## config.mk

```make
export PLATFORM = sky130hd
export DESIGN_NAME = keyboard_report_change_detect_unit
export DESIGN_NICKNAME = d
export VERILOG_FILES = /design/src/hw/rtl/kbrcd_pkg.sv /design/src/hw/rtl/kbrcd_front.sv /design/src/hw/rtl/kbrcd_fifo.sv /design/src/hw/rtl/kbrcd_back.sv /design/src/hw/rtl/keyboard_report_change_detect_unit.sv
export VERILOG_INCLUDE_DIRS = /design/src /design/src/hw/rtl
export SDC_FILE = /design/constraint.sdc
export NUM_CORES = 1
export LEC_CHECK = 0
export BUFFER_PORTS_ARGS = -buffer_cell sky130_fd_sc_hd__buf_2
export CORE_MARGIN = 10
export CORE_UTILIZATION = 44
export CTS_BUF_LIST = sky130_fd_sc_hd__clkbuf_16
export CTS_CLUSTER_DIAMETER = 50
export DETAILED_ROUTE_END_ITERATION = 6
export PLACE_DENSITY = 0.6
export SKIP_CTS_REPAIR_TIMING = 1
export SYNTH_ARGS = -nofsm -noshare
export SYNTH_HDL_FRONTEND = slang
export SYNTH_SLANG_ARGS = --single-unit
```

## constraint.sdc

```tcl
create_clock -name clk -period 37.8 [get_ports clk]
set_input_delay 7.56 -clock clk [delete_from_list [all_inputs] [get_ports clk]]
set_output_delay 7.56 -clock clk [all_outputs]
set_load 0.05 [all_outputs]
```

## src/hw/rtl/keyboard_report_change_detect_unit_assert.svh

```systemverilog
// Assertion macros used by the keyboard report change detector back end.
`ifndef KEYBOARD_REPORT_CHANGE_DETECT_UNIT_ASSERT_SVH
`define KEYBOARD_REPORT_CHANGE_DETECT_UNIT_ASSERT_SVH

// Same-cycle implication, checked on clk, off while rst_n is low.
`define KBRCD_ASSERT_IMPL(lbl, ante, cons, msg) \
  lbl: assert property (@(posedge clk) disable iff (!rst_n) (ante) |-> (cons)) \
    else $error(msg);

// Next-cycle implication, checked on clk, off while rst_n is low.
`define KBRCD_ASSERT_NEXT(lbl, ante, cons, msg) \
  lbl: assert property (@(posedge clk) disable iff (!rst_n) (ante) |=> (cons)) \
    else $error(msg);

`endif

```

## src/hw/rtl/kbrcd_pkg.sv

```systemverilog
// Package for the keyboard report change detector: widths, codes, queue entry type.
package kbrcd_pkg;

  localparam int MAX_SLOTS   = 6;
  localparam int KEY_W       = 8;
  localparam int CNT_W       = 3;
  localparam int MOD_W       = 8;
  localparam int CFG_IDX_W   = 1;
  localparam int CFG_DATA_W  = 8;
  localparam int QUEUE_DEPTH = 2;

  localparam int KEY_SLOTS_DEF = 6;

  localparam logic [KEY_W-1:0] FIRST_KEY_CODE = 8'h04;

  localparam logic [CNT_W-1:0] SLOTS_USED_RST = 3'd6;
  localparam logic [MOD_W-1:0] MOD_MASK_RST   = 8'hFF;

  typedef enum logic [CFG_IDX_W-1:0] {
    CFG_KEY_SLOTS_USED   = 1'b0,
    CFG_MOD_PRESENT_MASK = 1'b1
  } cfg_reg_t;

  // One classified report: sorted keys (unused lanes zero), key count, modifier bits.
  typedef struct packed {
    logic [MAX_SLOTS-1:0][KEY_W-1:0] keys;
    logic [CNT_W-1:0]                count;
    logic [MOD_W-1:0]                mods;
  } kbrcd_entry_t;

  localparam int ENTRY_W = $bits(kbrcd_entry_t);

endpackage

```

## src/hw/rtl/kbrcd_front.sv

```systemverilog
// Front end: drops unused slots and non-key codes, sorts the rest ascending.
module kbrcd_front #(
  parameter int KEY_SLOTS = kbrcd_pkg::KEY_SLOTS_DEF
) (
  input  logic [kbrcd_pkg::MAX_SLOTS-1:0][kbrcd_pkg::KEY_W-1:0] slot_codes,
  input  logic [kbrcd_pkg::MOD_W-1:0]                           mod_bits,
  input  logic [kbrcd_pkg::CNT_W-1:0]                           slots_used,
  output kbrcd_pkg::kbrcd_entry_t                               entry
);

  localparam int SORT_W = kbrcd_pkg::KEY_W + 1;
  localparam logic [kbrcd_pkg::CNT_W-1:0] SLOTS_MAX = kbrcd_pkg::CNT_W'(KEY_SLOTS);

  logic [kbrcd_pkg::CNT_W-1:0] slots_eff;

  assign slots_eff = (slots_used > SLOTS_MAX) ? SLOTS_MAX : slots_used;

  // Dropped lanes carry a set top bit so they sort to the end and read as zero.
  always_comb begin
    logic [KEY_SLOTS-1:0][SORT_W-1:0] v;
    logic [SORT_W-1:0]                tmp;
    logic [kbrcd_pkg::CNT_W-1:0]      n;
    n   = '0;
    tmp = '0;
    for (int i = 0; i < KEY_SLOTS; i++) begin
      if ((kbrcd_pkg::CNT_W'(i) < slots_eff) &&
          (slot_codes[i] >= kbrcd_pkg::FIRST_KEY_CODE)) begin
        v[i] = {1'b0, slot_codes[i]};
        n    = n + 1'b1;
      end else begin
        v[i] = {1'b1, {kbrcd_pkg::KEY_W{1'b0}}};
      end
    end
    // odd-even transposition network, KEY_SLOTS rounds
    for (int r = 0; r < KEY_SLOTS; r++) begin
      for (int i = r % 2; i + 1 < KEY_SLOTS; i += 2) begin
        if (v[i] > v[i+1]) begin
          tmp    = v[i];
          v[i]   = v[i+1];
          v[i+1] = tmp;
        end
      end
    end
    entry.keys = '0;
    for (int i = 0; i < KEY_SLOTS; i++) begin
      entry.keys[i] = v[i][kbrcd_pkg::KEY_W-1:0];
    end
    entry.count = n;
    entry.mods  = mod_bits;
  end

endmodule

```

## src/hw/rtl/kbrcd_fifo.sv

```systemverilog
// Small register queue between the front end and the state-update back end.
module kbrcd_fifo #(
  parameter int WIDTH = kbrcd_pkg::ENTRY_W,
  parameter int DEPTH = kbrcd_pkg::QUEUE_DEPTH
) (
  input  logic             clk,
  input  logic             rst_n,
  input  logic             push,
  input  logic [WIDTH-1:0] wdata,
  input  logic             pop,
  output logic [WIDTH-1:0] rdata,
  output logic             full,
  output logic             empty
);

  localparam int PTR_W = (DEPTH > 1) ? $clog2(DEPTH) : 1;
  localparam int CNT_W = $clog2(DEPTH + 1);
  localparam logic [PTR_W-1:0] LAST = PTR_W'(DEPTH - 1);
  localparam logic [CNT_W-1:0] FULL_CNT = CNT_W'(DEPTH);

  logic [WIDTH-1:0] mem_r [DEPTH];
  logic [PTR_W-1:0] wr_ptr_r, wr_ptr_nxt;
  logic [PTR_W-1:0] rd_ptr_r, rd_ptr_nxt;
  logic [CNT_W-1:0] cnt_r, cnt_nxt;

  assign full  = (cnt_r == FULL_CNT);
  assign empty = (cnt_r == '0);
  assign rdata = mem_r[rd_ptr_r];

  always_comb begin
    wr_ptr_nxt = wr_ptr_r;
    rd_ptr_nxt = rd_ptr_r;
    cnt_nxt    = cnt_r;
    if (push) begin
      wr_ptr_nxt = (wr_ptr_r == LAST) ? '0 : wr_ptr_r + 1'b1;
    end
    if (pop) begin
      rd_ptr_nxt = (rd_ptr_r == LAST) ? '0 : rd_ptr_r + 1'b1;
    end
    if (push && !pop) begin
      cnt_nxt = cnt_r + 1'b1;
    end else if (pop && !push) begin
      cnt_nxt = cnt_r - 1'b1;
    end
  end

  always_ff @(posedge clk) begin
    if (!rst_n) begin
      wr_ptr_r <= '0;
      rd_ptr_r <= '0;
      cnt_r    <= '0;
    end else begin
      wr_ptr_r <= wr_ptr_nxt;
      rd_ptr_r <= rd_ptr_nxt;
      cnt_r    <= cnt_nxt;
    end
  end

  always_ff @(posedge clk) begin
    if (push) begin
      mem_r[wr_ptr_r] <= wdata;
    end
  end

endmodule

```

## src/hw/rtl/kbrcd_back.sv

```systemverilog
// Back end: compares a sorted report with the held set and modifiers, updates them.
`include "keyboard_report_change_detect_unit_assert.svh"

module kbrcd_back #(
  parameter int KEY_SLOTS = kbrcd_pkg::KEY_SLOTS_DEF
) (
  input  logic                         clk,
  input  logic                         rst_n,
  input  logic                         q_valid,
  input  kbrcd_pkg::kbrcd_entry_t      q_entry,
  output logic                         q_pop,
  input  logic [kbrcd_pkg::MOD_W-1:0]  mod_mask,
  output logic                         res_valid,
  input  logic                         res_ready,
  output logic                         res_changed,
  output kbrcd_pkg::kbrcd_entry_t      res_state
);

  logic                                                  out_valid_r, out_valid_nxt;
  logic                                                  changed_r, changed_nxt;
  logic [kbrcd_pkg::MAX_SLOTS-1:0][kbrcd_pkg::KEY_W-1:0] held_keys_r, held_keys_nxt;
  logic [kbrcd_pkg::CNT_W-1:0]                           held_count_r, held_count_nxt;
  logic [kbrcd_pkg::MOD_W-1:0]                           held_mods_r, held_mods_nxt;
  logic                                                  keys_diff;
  logic [kbrcd_pkg::MOD_W-1:0]                           mod_diff;

  // Lanes past the count are zero on both sides, so a whole-array compare is exact.
  assign keys_diff = (q_entry.count != held_count_r) || (q_entry.keys != held_keys_r);
  assign mod_diff  = (q_entry.mods ^ held_mods_r) & mod_mask;
  assign q_pop     = q_valid && (!out_valid_r || res_ready);

  always_comb begin
    out_valid_nxt  = out_valid_r;
    changed_nxt    = changed_r;
    held_keys_nxt  = held_keys_r;
    held_count_nxt = held_count_r;
    held_mods_nxt  = held_mods_r;
    if (res_ready) begin
      out_valid_nxt = 1'b0;
    end
    if (q_pop) begin
      out_valid_nxt = 1'b1;
      changed_nxt   = keys_diff || (mod_diff != '0);
      held_mods_nxt = held_mods_r ^ mod_diff;
      if (keys_diff) begin
        held_keys_nxt  = q_entry.keys;
        held_count_nxt = q_entry.count;
      end
    end
  end

  always_ff @(posedge clk) begin
    if (!rst_n) begin
      out_valid_r  <= 1'b0;
      changed_r    <= 1'b0;
      held_keys_r  <= '0;
      held_count_r <= '0;
      held_mods_r  <= '0;
    end else begin
      out_valid_r  <= out_valid_nxt;
      changed_r    <= changed_nxt;
      held_keys_r  <= held_keys_nxt;
      held_count_r <= held_count_nxt;
      held_mods_r  <= held_mods_nxt;
    end
  end

  // Result is the held state itself; it only moves when a new report is popped.
  assign res_valid       = out_valid_r;
  assign res_changed     = changed_r;
  assign res_state.keys  = held_keys_r;
  assign res_state.count = held_count_r;
  assign res_state.mods  = held_mods_r;

  `KBRCD_ASSERT_IMPL(a_count_range, 1'b1, held_count_r <= kbrcd_pkg::CNT_W'(KEY_SLOTS), "held count above slot count")
  `KBRCD_ASSERT_NEXT(a_pop_shows, q_pop, out_valid_r, "popped report gave no result")
  `KBRCD_ASSERT_NEXT(a_quiet_keeps, q_pop && !changed_nxt, $stable(held_keys_r) && $stable(held_count_r) && $stable(held_mods_r), "state moved on unchanged report")
  `KBRCD_ASSERT_NEXT(a_stall_keeps, out_valid_r && !res_ready, $stable(held_keys_r) && $stable(changed_r), "held state moved under a stalled result")

endmodule

```

## src/hw/rtl/keyboard_report_change_detect_unit.sv

```systemverilog
// Top level of the keyboard report change detector.
//
//  channel  direction  handshake              payload
//  in_      input      in_valid / in_ready    six key slots, modifier bits
//  out_     output     out_valid / out_ready  changed, count, sorted keys, modifiers
//  cfg_     input      cfg_we (no wait)       cfg_index, cfg_wdata
//
// One report per cycle sustained while out_ready stays high; the held key set /
// modifier update in the back end is the registered loop that sets this rate. A
// report is queued, and its result is registered when the back end pops it.
// Reset is synchronous on rst_n low; held state clears at once, no clearing pass.
// A two-entry queue parts front and back, so in_ready stays high while a result
// waits on out_ready until the queue fills.
module keyboard_report_change_detect_unit #(
  parameter int KEY_SLOTS = kbrcd_pkg::KEY_SLOTS_DEF
) (
  input  logic                               clk,
  input  logic                               rst_n,
  // report input
  input  logic                               in_valid,
  output logic                               in_ready,
  input  logic [kbrcd_pkg::KEY_W-1:0]        in_key_slot_0,
  input  logic [kbrcd_pkg::KEY_W-1:0]        in_key_slot_1,
  input  logic [kbrcd_pkg::KEY_W-1:0]        in_key_slot_2,
  input  logic [kbrcd_pkg::KEY_W-1:0]        in_key_slot_3,
  input  logic [kbrcd_pkg::KEY_W-1:0]        in_key_slot_4,
  input  logic [kbrcd_pkg::KEY_W-1:0]        in_key_slot_5,
  input  logic [kbrcd_pkg::MOD_W-1:0]        in_modifier_bits,
  // result output
  output logic                               out_valid,
  input  logic                               out_ready,
  output logic                               out_changed,
  output logic [kbrcd_pkg::CNT_W-1:0]        out_key_count,
  output logic [kbrcd_pkg::KEY_W-1:0]        out_sorted_key_0,
  output logic [kbrcd_pkg::KEY_W-1:0]        out_sorted_key_1,
  output logic [kbrcd_pkg::KEY_W-1:0]        out_sorted_key_2,
  output logic [kbrcd_pkg::KEY_W-1:0]        out_sorted_key_3,
  output logic [kbrcd_pkg::KEY_W-1:0]        out_sorted_key_4,
  output logic [kbrcd_pkg::KEY_W-1:0]        out_sorted_key_5,
  output logic [kbrcd_pkg::MOD_W-1:0]        out_modifiers_down,
  // configuration
  input  logic                               cfg_we,
  input  logic [kbrcd_pkg::CFG_IDX_W-1:0]    cfg_index,
  input  logic [kbrcd_pkg::CFG_DATA_W-1:0]   cfg_wdata
);

  // config registers
  logic [kbrcd_pkg::CNT_W-1:0] slots_used_r, slots_used_nxt;
  logic [kbrcd_pkg::MOD_W-1:0] mod_mask_r, mod_mask_nxt;

  logic [kbrcd_pkg::MAX_SLOTS-1:0][kbrcd_pkg::KEY_W-1:0] slot_codes;
  kbrcd_pkg::kbrcd_entry_t                               front_entry;
  kbrcd_pkg::kbrcd_entry_t                               q_entry;
  kbrcd_pkg::kbrcd_entry_t                               res_state;
  logic [kbrcd_pkg::ENTRY_W-1:0]                         q_rdata;
  logic                                                  q_full;
  logic                                                  q_empty;
  logic                                                  q_pop;
  logic                                                  push;

  always_comb begin
    slots_used_nxt = slots_used_r;
    mod_mask_nxt   = mod_mask_r;
    if (cfg_we) begin
      unique case (kbrcd_pkg::cfg_reg_t'(cfg_index))
        kbrcd_pkg::CFG_KEY_SLOTS_USED:   slots_used_nxt = cfg_wdata[kbrcd_pkg::CNT_W-1:0];
        kbrcd_pkg::CFG_MOD_PRESENT_MASK: mod_mask_nxt   = cfg_wdata[kbrcd_pkg::MOD_W-1:0];
        default: begin
          slots_used_nxt = slots_used_r;
          mod_mask_nxt   = mod_mask_r;
        end
      endcase
    end
  end

  always_ff @(posedge clk) begin
    if (!rst_n) begin
      slots_used_r <= kbrcd_pkg::SLOTS_USED_RST;
      mod_mask_r   <= kbrcd_pkg::MOD_MASK_RST;
    end else begin
      slots_used_r <= slots_used_nxt;
      mod_mask_r   <= mod_mask_nxt;
    end
  end

  assign slot_codes[0] = in_key_slot_0;
  assign slot_codes[1] = in_key_slot_1;
  assign slot_codes[2] = in_key_slot_2;
  assign slot_codes[3] = in_key_slot_3;
  assign slot_codes[4] = in_key_slot_4;
  assign slot_codes[5] = in_key_slot_5;

  // Queue space is the only thing that holds off a new report.
  assign in_ready = !q_full;
  assign push     = in_valid && in_ready;

  kbrcd_front #(
    .KEY_SLOTS (KEY_SLOTS)
  ) u_front (
    .slot_codes (slot_codes),
    .mod_bits   (in_modifier_bits),
    .slots_used (slots_used_r),
    .entry      (front_entry)
  );

  kbrcd_fifo #(
    .WIDTH (kbrcd_pkg::ENTRY_W),
    .DEPTH (kbrcd_pkg::QUEUE_DEPTH)
  ) u_fifo (
    .clk   (clk),
    .rst_n (rst_n),
    .push  (push),
    .wdata (front_entry),
    .pop   (q_pop),
    .rdata (q_rdata),
    .full  (q_full),
    .empty (q_empty)
  );

  assign q_entry = kbrcd_pkg::kbrcd_entry_t'(q_rdata);

  kbrcd_back #(
    .KEY_SLOTS (KEY_SLOTS)
  ) u_back (
    .clk         (clk),
    .rst_n       (rst_n),
    .q_valid     (!q_empty),
    .q_entry     (q_entry),
    .q_pop       (q_pop),
    .mod_mask    (mod_mask_r),
    .res_valid   (out_valid),
    .res_ready   (out_ready),
    .res_changed (out_changed),
    .res_state   (res_state)
  );

  assign out_key_count      = res_state.count;
  assign out_sorted_key_0   = res_state.keys[0];
  assign out_sorted_key_1   = res_state.keys[1];
  assign out_sorted_key_2   = res_state.keys[2];
  assign out_sorted_key_3   = res_state.keys[3];
  assign out_sorted_key_4   = res_state.keys[4];
  assign out_sorted_key_5   = res_state.keys[5];
  assign out_modifiers_down = res_state.mods;

endmodule

```

==> metrics.md <==
| Metric | Value |
|---|---|
| WL per Instance | 20.9 um |
| Worst EP arrival | 21.66 ns |
| Final setup skew | 0.0170 ns |
| Final net count | 1946 |
| Top FF cell, synth | edfxtp_1 |
| Grt total ovfl | 0 |
| Clock-pin slew on the worst setup and hold paths | 0.07 ns |
| EDFF count, synth | 118 |
| RSZ-0062 raised after global routing | false |
| Post-synthesis compound-gate area fraction | 0.195 |
| GR Layer Usage met2 | 0.358 |
| Post-Route WL | 45900 um |
| Post-synthesis sequential area ratio | 0.332 |
| Mux share of post-synthesis cell area | 0.142 |
| Least-Margin Pin Slew | 1.14 ns |
| First-pass GRT wire length | 72100 um |
| Status | finished clean |
| Global placement routability congestion | 0.964 |
| Clock Path Buffers | 2 |
| Synth warnings | 0 |
| Post-DP HPWL | 36200 um |
| Remaining antenna violation count | 0 |
| Initial antenna violation count | 0 |
| Max-cap viol count | 0 |
| Num CTS Buffers | 17 |
| Clk Tree Root Cell | clkbuf_16 |
| Crit. End Element | flop |
| Post-route DRC | 0 |
| Via count | 13000 |
| Pre-antenna DRT Iters | 6 |
| Tot GR Track Use | 0.215 |
| IO buf count | 131 |
| Worst Path Max Fanout | 36 |
| HP Class | flop to flop |
| Largest family of logic cells by synthesized area | compound AO/OA/AOI/OAI gates |
| Xor and xnor fraction of the mapped netlist area | 0.0401 |
| Cells after Synth | 1632 |
| Synth top area share | 0.232 |
| Setup Viol. Count Final | 0 |
| Met1 GRT Util | 0.293 |
| H-tree depth | 4 |
| Share of layout cells above drive strength 1 | 0.174 |
| Synth top area cells | edfxtp_1, ha_1, dfxtp_1 |
| Core area | 34500 um^2 |
| Area occupied by registers | 5090 um^2 |
| Synth Area in Adders | 0.115 |
| Die area | 42600 um^2 |
| Worst Path Buf+Inv | 6 |
| CTS tree | done |
| Via-per-instance ratio | 5.91 |
| Worst-Skew Late Latency | 0.44 ns |
| Final period utilization | 0.568 |
| Initial Util | 0.444 |
| Max Clk Rate | 0.0466 GHz |
| Synth area leader | edfxtp_1 |
| Share of async-settable or async-resettable flops after synthesis | 0 |
| Die H | 206 um |
| Met3 Usage GRT | 0.0230 |
| Critical path's most frequent cell | ha_1 |
| Most frequent cell after synthesis | ha_1 |
| 1st-iter DRT viols | 1033 |
| Req. time, crit path | 37.98 ns |
| CP top delay family | compound AO/OA/AOI/OAI gates |
| Syn nets | 1843 |
| Crit Path Class | primary input to flop |
| Simple-gate area share of the yosys netlist | 0.124 |
| Ant diodes | 0 |
| Row cnt | 68 |
| Final hold vios | 0 |
| Min Clock Period, post-route | 21.48 ns |
| Area growth syn-to-layout | 10.9% |
| Filler cells | 3290 |
| CP peak stage delay | 0.93 ns |
| Slowest-stage cell, CP | a2bb2oi_1 |
| Most used routing layer | met2 |
| Largest net degree at the start of global routing | 98 |
| CP Launch Type | primary input |
| #FFs+latches synth | 195 |
| # clock sinks | 195 |
| Cell Area, Synth | 15300 um^2 |
| Area of the multi-input gates | 9450 um^2 |
| Mean post-synth cell area | 9.38 um^2 |
| Slew margin rel. | 0.239 |
| Post-synth top cells | ha_1, nand2_1, mux2i_1, nor2_1, edfxtp_1 |
| Die W | 206 um |
| TNS Setup | 0 ns |
| Netlist cell types | 83 |
| Vias in the first global route | 12700 |
| Top-Level Pins | 132 |
| Slew Viols, Final | 0 |
-- cell type report --
class,count,share of cell area
clock buffer,17,0.0251
multi-input combinational,1243,0.557
sequential,195,0.300
tap,455,0.0336
clock inverter,15,0.00738
timing repair buffer,158,0.0506
inverter,120,0.0266
-- sequential cells by signal (all words and copies together) (netlist names), named ones only --
signal and count:
u_back.res_valid 1, u_fifo.mem_r 118, u_back.held_count_r 3, slots_used_r 3, mod_mask_r 8, u_back.res_changed 1, u_fifo.cnt_r 2, u_fifo.rd_ptr_r 1
u_back.res_state 48, u_fifo.wr_ptr_r 1
-- worst paths after layout --
check	start	end	slack, ns	depth (start not counted)
worst min-delay path	mod_mask_r[6]$_SDFFE_PN1P_	mod_mask_r[6]$_SDFFE_PN1P_	0.51	2
worst max-delay path	in_key_slot_4[6]	u_fifo.mem_r[1][39]$_DFFE_PP_	16.32	52
worst max register to register	slots_used_r[2]$_SDFFE_PN1P_	u_fifo.mem_r[1][39]$_DFFE_PP_	22.95	52
worst min register to register	mod_mask_r[6]$_SDFFE_PN1P_	mod_mask_r[6]$_SDFFE_PN1P_	0.51	2
-- stage by stage --
stage / utilization / hold slack [ns] / instance area, um^2 / setup WS, ns / cells
floorplan: - / 0.470 / 15300 / 18.10 / 1632
global placement: 0.476 / 0.489 / 16400 / 16.19 / 2171
detailed placement: 0.476 / 0.499 / 16400 / 16.01 / 2171
CTS: 0.492 / 0.508 / 17000 / 16.42 / 2203
global route: 0.492 / 0.537 / 17000 / 15.26 / 2203
finish: 0.492 / 0.508 / 17000 / 16.32 / 2203
-- worst register-to-register path: cells and delay by family, from the launching register on --
kind	cells	cell delay, ns
multiplexers	6	2.64
AND/OR/NAND/NOR	8	2.06
AO/OA/AOI/OAI	27	6.36
flip-flops	1	0.74
adder cells (fa/ha/maj)	6	1.88
buffers and inverters	5	0.94
-- cell usage in the layout (no fill, tap or decap), types with 7 or more instances in the layout --
| cell | n |
|---|---|
| ha_1 | 141 |
| buf_2 | 131 |
| nand2_1 | 128 |
| mux2i_1 | 126 |
| nor2_1 | 123 |
| edfxtp_1 | 118 |
| inv_1 | 117 |
| a21oi_1 | 96 |
| dfxtp_1 | 76 |
| mux2_2 | 68 |
| a211oi_1 | 66 |
| xnor2_1 | 64 |
| o21ai_0 | 55 |
| buf_4 | 27 |
| nand3_1 | 25 |
| nand4_1 | 24 |
| o21a_1 | 21 |
| a21o_1 | 21 |
| nor3_1 | 20 |
| a22oi_1 | 19 |
| a221oi_1 | 18 |
| clkbuf_16 | 17 |
| and2_1 | 16 |
| nor4_1 | 15 |
| a311oi_1 | 11 |
| nand2b_1 | 10 |
| nor2b_1 | 10 |
| a222oi_1 | 10 |
| o211ai_1 | 10 |
| a21oi_2 | 9 |
| or4_1 | 7 |
| o31a_1 | 7 |
| and3_1 | 7 |
| or3_1 | 7 |
-- per-layer routing --
layer | share of wire | routed length (um)
met1 | 0.46 | 21100
met2 | 0.47 | 21700
met3 | 0.053 | 2450
met4 | 0.013 | 618
met5 | 0 | 0
-- logic make-up (layout without fill, tap and decap cells) --
logic type / after synthesis / count (layout)
muxes: 204 / 204
DFF: 195 / 195
and+or+nand+nor: 409 / 409
xor gates and xnor gates: 70 / 70
buffers and inverters: 194 / 310
adders and majority gates: 141 / 141
AOI/OAI and AO/OA: 419 / 419
Power is left out: the tool's default activity adds up to more than one toggle a clock period on the data nets, which glitch-free logic cannot reach.
